## config.mk

```make
export PLATFORM = sky130hd
export DESIGN_NAME = aging_page_replacement_top
export DESIGN_NICKNAME = d
export VERILOG_FILES = /design/src/hw/rtl/apr_pkg.sv /design/src/hw/rtl/aging_page_replacement_top.sv /design/src/hw/rtl/apr_entry_ram.sv
export SDC_FILE = /design/constraint.sdc
export NUM_CORES = 1
export LEC_CHECK = 0
export ABC_AREA = 1
export BUFFER_PORTS_ARGS = -buffer_cell sky130_fd_sc_hd__buf_2
export CORE_ASPECT_RATIO = 1.25
export CORE_MARGIN = 2
export CORE_UTILIZATION = 34
export CTS_CLUSTER_SIZE = 25
export DETAILED_ROUTE_END_ITERATION = 10
export PLACE_DENSITY_LB_ADDON = 0.2
export SETUP_SLACK_MARGIN = 0.05
export SKIP_CTS_REPAIR_TIMING = 1
export SYNTH_ARGS = -nofsm -noshare
export SYNTH_HDL_FRONTEND = slang
export SYNTH_SLANG_ARGS = --single-unit
```

## constraint.sdc

```tcl
create_clock -name clk -period 4.13 [get_ports clk]
set_clock_uncertainty 0.15 [all_clocks]
set_input_delay 0.826 -clock clk [delete_from_list [all_inputs] [get_ports clk]]
set_output_delay 0.826 -clock clk [all_outputs]
set_load 0.01 [all_outputs]
```

## src/hw/rtl/apr_pkg.sv

```systemverilog
// Shared word types and constants for the aging page replacement block.
package apr_pkg;

  localparam int KEY_W      = 16;
  localparam int AGE_W      = 8;
  localparam int OCC_W      = 5;
  localparam int CAP_W      = 5;
  localparam int CFG_IDX_W  = 8;
  localparam int CFG_DATA_W = 8;

  localparam logic [CFG_IDX_W-1:0] REG_CAPACITY    = 8'd0;
  localparam logic [CFG_IDX_W-1:0] REG_INITIAL_AGE = 8'd1;

  localparam logic [CAP_W-1:0] CAPACITY_RESET    = 5'd16;
  localparam logic [AGE_W-1:0] INITIAL_AGE_RESET = 8'd128;
  localparam logic [AGE_W-1:0] AGE_TOP_BIT       = 8'h80;

  localparam logic FUNC_ACCESS = 1'b0;
  localparam logic FUNC_TICK   = 1'b1;

  typedef struct packed {
    logic             func;
    logic [KEY_W-1:0] page_key;
  } in_word_t;

  typedef struct packed {
    logic             hit;
    logic [AGE_W-1:0] age;
    logic             evicted;
    logic [KEY_W-1:0] evicted_key;
    logic [OCC_W-1:0] occupancy;
  } out_word_t;

endpackage

```

## src/hw/rtl/aging_page_replacement_top.sv

```systemverilog
// Top level of the aging page replacement table: sequencer, scan unit and registers.
//
//   channel | signals                                   | word
//   --------+-------------------------------------------+----------------------------
//   in      | in_valid, in_ready, in_data               | func, page_key
//   out     | out_valid, out_ready, out_data            | hit, age, evicted, ...
//   cfg     | cfg_valid, cfg_ready, cfg_index, cfg_data | register index, write data
//
// A tick makes one pass through the entry RAM, one entry per cycle.
// An access makes the same pass, and a second one when an insertion or an eviction
// needs the insertion ranks renumbered.
// The single RAM read port and the one shared compare unit set this pace.
// Reset is synchronous; valid bits live in flip-flops, so no clearing pass follows reset.
// A finished result waits in the output register; a new word is accepted meanwhile,
// and its result is held back until the previous one is taken.
module aging_page_replacement_top #(
  parameter int ENTRIES  = 16,
  parameter int KEY_BITS = 16
) (
  input  logic                          clk,
  input  logic                          rst,
  input  logic                          in_valid,
  output logic                          in_ready,
  input  apr_pkg::in_word_t             in_data,
  output logic                          out_valid,
  input  logic                          out_ready,
  output apr_pkg::out_word_t            out_data,
  input  logic                          cfg_valid,
  output logic                          cfg_ready,
  input  logic [apr_pkg::CFG_IDX_W-1:0]  cfg_index,
  input  logic [apr_pkg::CFG_DATA_W-1:0] cfg_data
);
  import apr_pkg::*;

  // Only the low bits of a key that the page number field can carry are stored.
  localparam int KB   = (KEY_BITS < KEY_W) ? KEY_BITS : KEY_W;
  localparam int AW   = (ENTRIES > 1) ? $clog2(ENTRIES) : 1;
  localparam int RB   = AW;
  localparam int CW   = $clog2(ENTRIES + 1);
  localparam int XW   = (CW > CAP_W) ? CW : CAP_W;
  localparam logic [AW-1:0] LAST = AW'(ENTRIES - 1);

  typedef struct packed {
    logic [KB-1:0]    key;
    logic [AGE_W-1:0] age;
    logic [RB-1:0]    rank;
  } entry_t;

  typedef enum logic [4:0] {
    S_IDLE   = 5'b00001,
    S_SCAN   = 5'b00010,
    S_DECIDE = 5'b00100,
    S_UPDATE = 5'b01000,
    S_DONE   = 5'b10000
  } state_t;

  // How the second pass renumbers the ranks.
  typedef enum logic [1:0] {
    MODE_REMOVE,
    MODE_REPLACE,
    MODE_INSERT
  } mode_t;

  state_t state;
  mode_t  mode;

  logic [CAP_W-1:0] capacity;
  logic [AGE_W-1:0] initial_age;
  logic [ENTRIES-1:0] valid;
  logic [CW-1:0] count;

  logic          op_tick;
  logic [KB-1:0] op_key;

  // Pass sequencing: cnt issues RAM reads, pidx tags the data coming back.
  logic          issuing;
  logic [AW-1:0] cnt;
  logic          pv;
  logic [AW-1:0] pidx;
  logic          pass_last;

  // Results of the scan pass.
  logic             match_found;
  logic [AGE_W-1:0] match_age;
  logic             victim_found;
  logic [AW-1:0]    victim_idx;
  logic [AGE_W-1:0] victim_age;
  logic [RB-1:0]    victim_rank;
  logic [KB-1:0]    victim_key;
  logic             free_found;
  logic [AW-1:0]    free_idx;

  // Second-pass controls.
  logic [AW-1:0] slot;
  logic [RB-1:0] thr;

  // Result fields waiting for the output register.
  logic             res_hit;
  logic [AGE_W-1:0] res_age;
  logic             res_ev;
  logic [KEY_W-1:0] res_ev_key;

  entry_t rd_entry;
  entry_t wr_entry;
  logic   ram_we;

  logic             ent_valid;
  logic             key_match;
  logic [AGE_W-1:0] ent_age;
  logic             better;
  logic [XW-1:0]    count_x;
  logic [XW-1:0]    cap_x;

  apr_entry_ram #(
    .DEPTH(ENTRIES),
    .AW   (AW),
    .WIDTH($bits(entry_t))
  ) u_ram (
    .clk  (clk),
    .we   (ram_we),
    .waddr(pidx),
    .wdata(wr_entry),
    .raddr(cnt),
    .rdata(rd_entry)
  );

  assign in_ready  = (state == S_IDLE);
  assign cfg_ready = 1'b1;
  assign pass_last = pv && (pidx == LAST);
  assign count_x   = XW'(count);
  assign cap_x     = XW'(capacity);

  // Shared compare unit: key match, the hit update and the victim comparison for the
  // entry that the RAM returns this cycle. The age used is the one after a hit update.
  always_comb begin
    ent_valid = valid[pidx];
    key_match = ent_valid && (rd_entry.key == op_key);
    ent_age   = key_match ? (AGE_TOP_BIT | (rd_entry.age >> 1)) : rd_entry.age;
    better    = ent_valid && (!victim_found || (ent_age < victim_age) ||
                ((ent_age == victim_age) && (rd_entry.rank < victim_rank)));
  end

  // Write-back of the entry just read.
  always_comb begin
    ram_we   = 1'b0;
    wr_entry = rd_entry;
    if (pv) begin
      unique case (state)
        S_SCAN: begin
          if (op_tick) begin
            ram_we       = ent_valid;
            wr_entry.age = rd_entry.age >> 1;
          end else begin
            ram_we       = key_match;
            wr_entry.age = ent_age;
          end
        end
        S_UPDATE: begin
          if ((pidx == slot) && (mode != MODE_REMOVE)) begin
            ram_we        = 1'b1;
            wr_entry.key  = op_key;
            wr_entry.age  = initial_age;
            wr_entry.rank = '0;
          end else if (ent_valid) begin
            ram_we = 1'b1;
            case (mode)
              MODE_REMOVE: begin
                if (rd_entry.rank > thr) begin
                  wr_entry.rank = RB'(rd_entry.rank - 1'b1);
                end
              end
              MODE_REPLACE: begin
                if (rd_entry.rank < thr) begin
                  wr_entry.rank = RB'(rd_entry.rank + 1'b1);
                end
              end
              default: begin
                wr_entry.rank = RB'(rd_entry.rank + 1'b1);
              end
            endcase
          end
        end
        default: begin
          ram_we = 1'b0;
        end
      endcase
    end
  end

  always_ff @(posedge clk) begin
    if (rst) begin
      state       <= S_IDLE;
      valid       <= '0;
      count       <= '0;
      capacity    <= CAPACITY_RESET;
      initial_age <= INITIAL_AGE_RESET;
      out_valid   <= 1'b0;
      issuing     <= 1'b0;
      pv          <= 1'b0;
    end else begin
      if (cfg_valid) begin
        unique case (cfg_index)
          REG_CAPACITY:    capacity    <= cfg_data[CAP_W-1:0];
          REG_INITIAL_AGE: initial_age <= cfg_data[AGE_W-1:0];
          default: ;
        endcase
      end

      // A word leaving while the next result is ready is replaced in the same cycle.
      if (out_valid && out_ready && (state != S_DONE)) begin
        out_valid <= 1'b0;
      end

      pv <= issuing;
      if (issuing) begin
        pidx <= cnt;
        if (cnt == LAST) begin
          issuing <= 1'b0;
        end else begin
          cnt <= cnt + 1'b1;
        end
      end

      unique case (state)
        S_IDLE: begin
          if (in_valid) begin
            op_tick      <= (in_data.func == FUNC_TICK);
            op_key       <= in_data.page_key[KB-1:0];
            match_found  <= 1'b0;
            victim_found <= 1'b0;
            free_found   <= 1'b0;
            cnt          <= '0;
            issuing      <= 1'b1;
            state        <= S_SCAN;
          end
        end
        S_SCAN: begin
          if (pv && !op_tick) begin
            if (key_match) begin
              match_found <= 1'b1;
              match_age   <= ent_age;
            end
            if (better) begin
              victim_found <= 1'b1;
              victim_idx   <= pidx;
              victim_age   <= ent_age;
              victim_rank  <= rd_entry.rank;
              victim_key   <= rd_entry.key;
            end
            if (!ent_valid && !free_found) begin
              free_found <= 1'b1;
              free_idx   <= pidx;
            end
          end
          if (pass_last) begin
            if (op_tick) begin
              res_hit    <= 1'b0;
              res_age    <= '0;
              res_ev     <= 1'b0;
              res_ev_key <= '0;
              state      <= S_DONE;
            end else begin
              state <= S_DECIDE;
            end
          end
        end
        S_DECIDE: begin
          res_hit    <= match_found;
          res_ev     <= 1'b0;
          res_ev_key <= '0;
          state      <= S_DONE;
          if (match_found) begin
            res_age <= match_age;
            // A lowered capacity lets a hit evict one page, possibly the one just hit.
            if ((count_x > cap_x) && victim_found) begin
              res_ev            <= 1'b1;
              res_ev_key        <= KEY_W'(victim_key);
              valid[victim_idx] <= 1'b0;
              count             <= count - 1'b1;
              mode              <= MODE_REMOVE;
              thr               <= victim_rank;
              cnt               <= '0;
              issuing           <= 1'b1;
              state             <= S_UPDATE;
            end
          end else begin
            res_age <= initial_age;
            if ((count_x >= cap_x) || (count == CW'(ENTRIES))) begin
              res_ev <= 1'b1;
              if (victim_found && (victim_age < initial_age)) begin
                // The victim's slot takes the new page.
                res_ev_key <= KEY_W'(victim_key);
                mode       <= MODE_REPLACE;
                slot       <= victim_idx;
                thr        <= victim_rank;
                cnt        <= '0;
                issuing    <= 1'b1;
                state      <= S_UPDATE;
              end else begin
                // The new page is no younger than the oldest resident (or none is resident) and never enters the table.
                res_ev_key <= KEY_W'(op_key);
              end
            end else begin
              valid[free_idx] <= 1'b1;
              count           <= count + 1'b1;
              mode            <= MODE_INSERT;
              slot            <= free_idx;
              cnt             <= '0;
              issuing         <= 1'b1;
              state           <= S_UPDATE;
            end
          end
        end
        S_UPDATE: begin
          if (pass_last) begin
            state <= S_DONE;
          end
        end
        S_DONE: begin
          if (!out_valid || out_ready) begin
            out_valid            <= 1'b1;
            out_data.hit         <= res_hit;
            out_data.age         <= res_age;
            out_data.evicted     <= res_ev;
            out_data.evicted_key <= res_ev_key;
            out_data.occupancy   <= OCC_W'(count);
            state                <= S_IDLE;
          end
        end
        default: begin
          state <= S_IDLE;
        end
      endcase
    end
  end

`ifndef NO_ASSERTIONS
  a_count_matches_valid: assert property (@(posedge clk) disable iff (rst)
    $countones(valid) == count)
    else $error("resident count disagrees with the valid bits");

  a_accept_starts_scan: assert property (@(posedge clk) disable iff (rst)
    (in_valid && in_ready) |=> (state == S_SCAN))
    else $error("accepted word did not start a scan pass");

  a_tick_skips_decide: assert property (@(posedge clk) disable iff (rst)
    (state == S_DECIDE) |-> !op_tick)
    else $error("tick reached the access decision step");

  a_hit_age_top: assert property (@(posedge clk) disable iff (rst)
    (out_valid && out_data.hit) |-> out_data.age[AGE_W-1])
    else $error("hit result without the top age bit set");

  a_no_evict_key_zero: assert property (@(posedge clk) disable iff (rst)
    (out_valid && !out_data.evicted) |-> (out_data.evicted_key == '0))
    else $error("evicted key nonzero without an eviction");
`endif

endmodule

```

## src/hw/rtl/apr_entry_ram.sv

```systemverilog
// Entry storage: one write port and one registered read port.
module apr_entry_ram #(
  parameter int DEPTH = 16,
  parameter int AW    = 4,
  parameter int WIDTH = 28
) (
  input  logic             clk,
  input  logic             we,
  input  logic [AW-1:0]    waddr,
  input  logic [WIDTH-1:0] wdata,
  input  logic [AW-1:0]    raddr,
  output logic [WIDTH-1:0] rdata
);

  logic [WIDTH-1:0] mem [DEPTH];

  always_ff @(posedge clk) begin
    if (we) begin
      mem[waddr] <= wdata;
    end
    rdata <= mem[raddr];
  end

endmodule
```

==> flow_summary.yaml <==
setup_path:
  worstPathArrival_ns: 3.75
  cp-start-kind: "flop"
  path_class: "reg2reg"
  worstPathRequired_ns: 4.29
  cpMostUsedCell: "nand2_1"
  crit_chain: "nand2_1, inv_1, nand2_2, nand2_4, nor2_8, nand2_4, nand2_1, and2_1, ha_1, a21oi_1, o21ai_0, nand2_1, o211ai_1, nand3_1, nand2_1, nor2_4, buf_12"
  critical-path-top-delay-family: "simple AND/OR/NAND/NOR gates"
  max_stage_delay_ns: 0.50
  cp_max_fo: 28
  crit_buf_inv: 2
  cp-end-kind: "flop"
  crit_slowest_cell: "edfxtp_1"
  reg2reg_slack_ns: 0.54
synthesis:
  synthCells: 2254
  synth_edf_count: 587
  yosys_most_used_dff: "edfxtp_1"
  synth_nets: 2326
  synth-simple-area-share_pct: 7.59
  synth_fa_ha_area_share_pct: 1.57
  synth-xor-area-share_pct: 0.667
  synthDistinctLibCells: 46
  synth-warning-count: 0
  synth_top_family_by_area: "compound AO/OA/AOI/OAI gates"
  async_flop_share_pct: 0
  synthTopCellsByArea: "edfxtp_1 (64%), dfxtp_1 (5.1%), o21ai_0 (4.5%)"
  synth_top_area_share_pct: 63.9
  muxShareOfSynthArea_pct: 4.11
  mappedNetlistArea_sq_mm: 0.0276
  synth_compound_area_share_pct: 11.8
  synth_area_per_cell_sq_um: 12.2
  ys_ff_latch: 657
  ys_seq_area_share_pct: 69.0
  synth_largest_area_cell: "edfxtp_1"
floorplan:
  rows: 116
  start_util_pct: 34.4
  die_h_microns: 322
  core-area_sq_mm: 0.0801
  die_w_microns: 259
  io_pins: 72
  dieArea_sq_mm: 0.0834
routing:
  drc_errors: 0
  wl_per_cell_microns: 21.1
  postRouteAntennaNets: 0
  first_iter_violations: 1325
  drt-total-wl_microns: 72800
  dr.pass1.iters: 7
  route.vias.total: 17300
  via_per_inst: 5.02
sta:
  rsz0062_at_grt: "no"
  maxSlewViolCount: 0
  setup_ws_ns: 0.541
  clock.fmax_mhz: 279
  maxSlewHeadroom_pct: 21.6
  min_period_ns: 3.59
  hold_viol: 0
  tightest_slew_ns: 1.17
  setup_tns_ns: 0
  finalSetupViolCount: 0
  period_share_pct: 86.9
worst_hold_path:
  holdCritPathClass: "in2reg"
clocking:
  h-tree-depth: 3
  clockBufferDepth: 3
  clock-root-buffer: "clkbuf_16"
  cts_sinks: 657
  cts_made_buffers: 66
  cts_tree: "done"
  clock_latency_ns: 0.62
  clk_pin_slew_ns: 0.06
cells_and_area:
  num_antenna_cells: 0
  multi_input_area_sq_mm: 0.00725
  regArea_sq_mm: 0.0190
  area_growth_pct: 14.2
  final_cells: 3445
  fillers: 7646
  final_cell_mix: "edfxtp_1 (587), nand2_1 (250), o21ai_0 (246)"
  drive_gt1_share_pct: 10.8
  final_common_cell: "edfxtp_1"
  nets: 2402
  fin_area_sq_mm: 0.0315
global_route:
  grt_start_max_net_pins: 116
  grt-ovfl-total: 0
  grt_pass1_wl_microns: 109000
  grt_usage_pct: 17.5
  antenna_found_initial: 2
  first_global_vias: 17200
place:
  placed_cell_area_sq_mm: 0.0294
  dpl.hpwl_microns: 41200
  place_ws_ns: 0.501
  dp.cells: 3324
  port_buffers: 70
  gp_congestion: 0.862
power_and_ir_drop:
  peakVddDrop_mv: 0.317
  power_density_mw_per_mm2: 492
  leakage_nw: 11.2
  power_mw: 15.5
job:
  max_cap_violations: 0
status:
  status: "complete, no violations"
==> layout make-up <==
class / instances / share of cell area, %
clock inverters: 25 / 0.632
well taps: 1062 / 4.22
repair buffers: 118 / 2.93
clock buffers: 96 / 5.84
multi-input cells: 1246 / 23.0
inverters: 241 / 2.88
flip-flops and latches: 657 / 60.5
==> cells by family after synthesis <==
| logic type | after synthesis |
|---|---|
| buffers and inverters | 351 |
| AND/OR/NAND/NOR | 487 |
| adder cells (fa/ha/maj) | 34 |
| flip-flops | 657 |
| other | 1 |
| multiplexers | 113 |
| XOR/XNOR | 21 |
| AO/OA/AOI/OAI | 590 |
==> metal layers <==
| layer | GRT usage, % | vias up | wire, microns |
|---|---|---|---|
| li1 | - | 8214 | - |
| met1 | 22.9 | 8619 | 32200 |
| met2 | 30.2 | 395 | 36000 |
| met3 | 2.47 | 78 | 3180 |
| met4 | 4.87 | 0 | 1360 |
| met5 | 0 | - | 0 |
==> worst paths after layout <==
kind	start	to	cells past startpoint
setup / recovery	pidx[3]$_DFFE_PP_	victim_key[12]$_DFFE_PP_	17
hold / removal	in_data[0]	op_key[0]$_DFFE_PP_	1
setup reg to reg	pidx[3]$_DFFE_PP_	victim_key[12]$_DFFE_PP_	17
hold reg to reg	res_age[1]$_SDFFCE_PN0P_	out_data[23]$_DFFE_PP_	0
==> worst reg2reg max path: cells and delay by family, from the launching register on <==
kind	cells	cell delay, ns
AND/OR/NAND/NOR	11	1.68
AO/OA/AOI/OAI	3	0.33
adder cells (fa/ha/maj)	1	0.26
buffers and inverters	2	0.36
flip-flops	1	0.50
==> where the power goes <==
group | internal [mW] | switching (mW)
clock | 3.24 | 2.52
combinational | 0.570 | 1.34
sequential | 7.68 | 0.128
==> cell usage after synthesis, types with 27 or more instances <==
library cell	instances
mux2i_1	112
nand3_1	63
o21ai_0	247
clkbuf_1	54
o211ai_1	114
dfxtp_1	70
inv_1	232
edfxtp_1	587
nand2_1	250
a21oi_1	206
nor2_1	119
ha_1	33
buf_2	27
==> metrics by stage <==
step                      hold WS [ns]  util (%)
final                            0.254      39.3
after global routing             0.232      39.3
after CTS                        0.218      39.3
after detailed placement         0.255      36.7
after global placement           0.253      36.7
after floorplan                  0.250         -
==> state kept, by name, indices dropped and copies added (netlist names), 5 cells and up <==
register     cells
out_data        31
op_key          16
state            5
victim_key      16
valid           16
res_ev_key      16
match_age        8
count            5
u_ram.mem      448
cap_x            5
res_age          8
victim_age       8
u_ram.rdata     28
initial_age      8
Note: power is estimated with default switching activity, not from simulation.
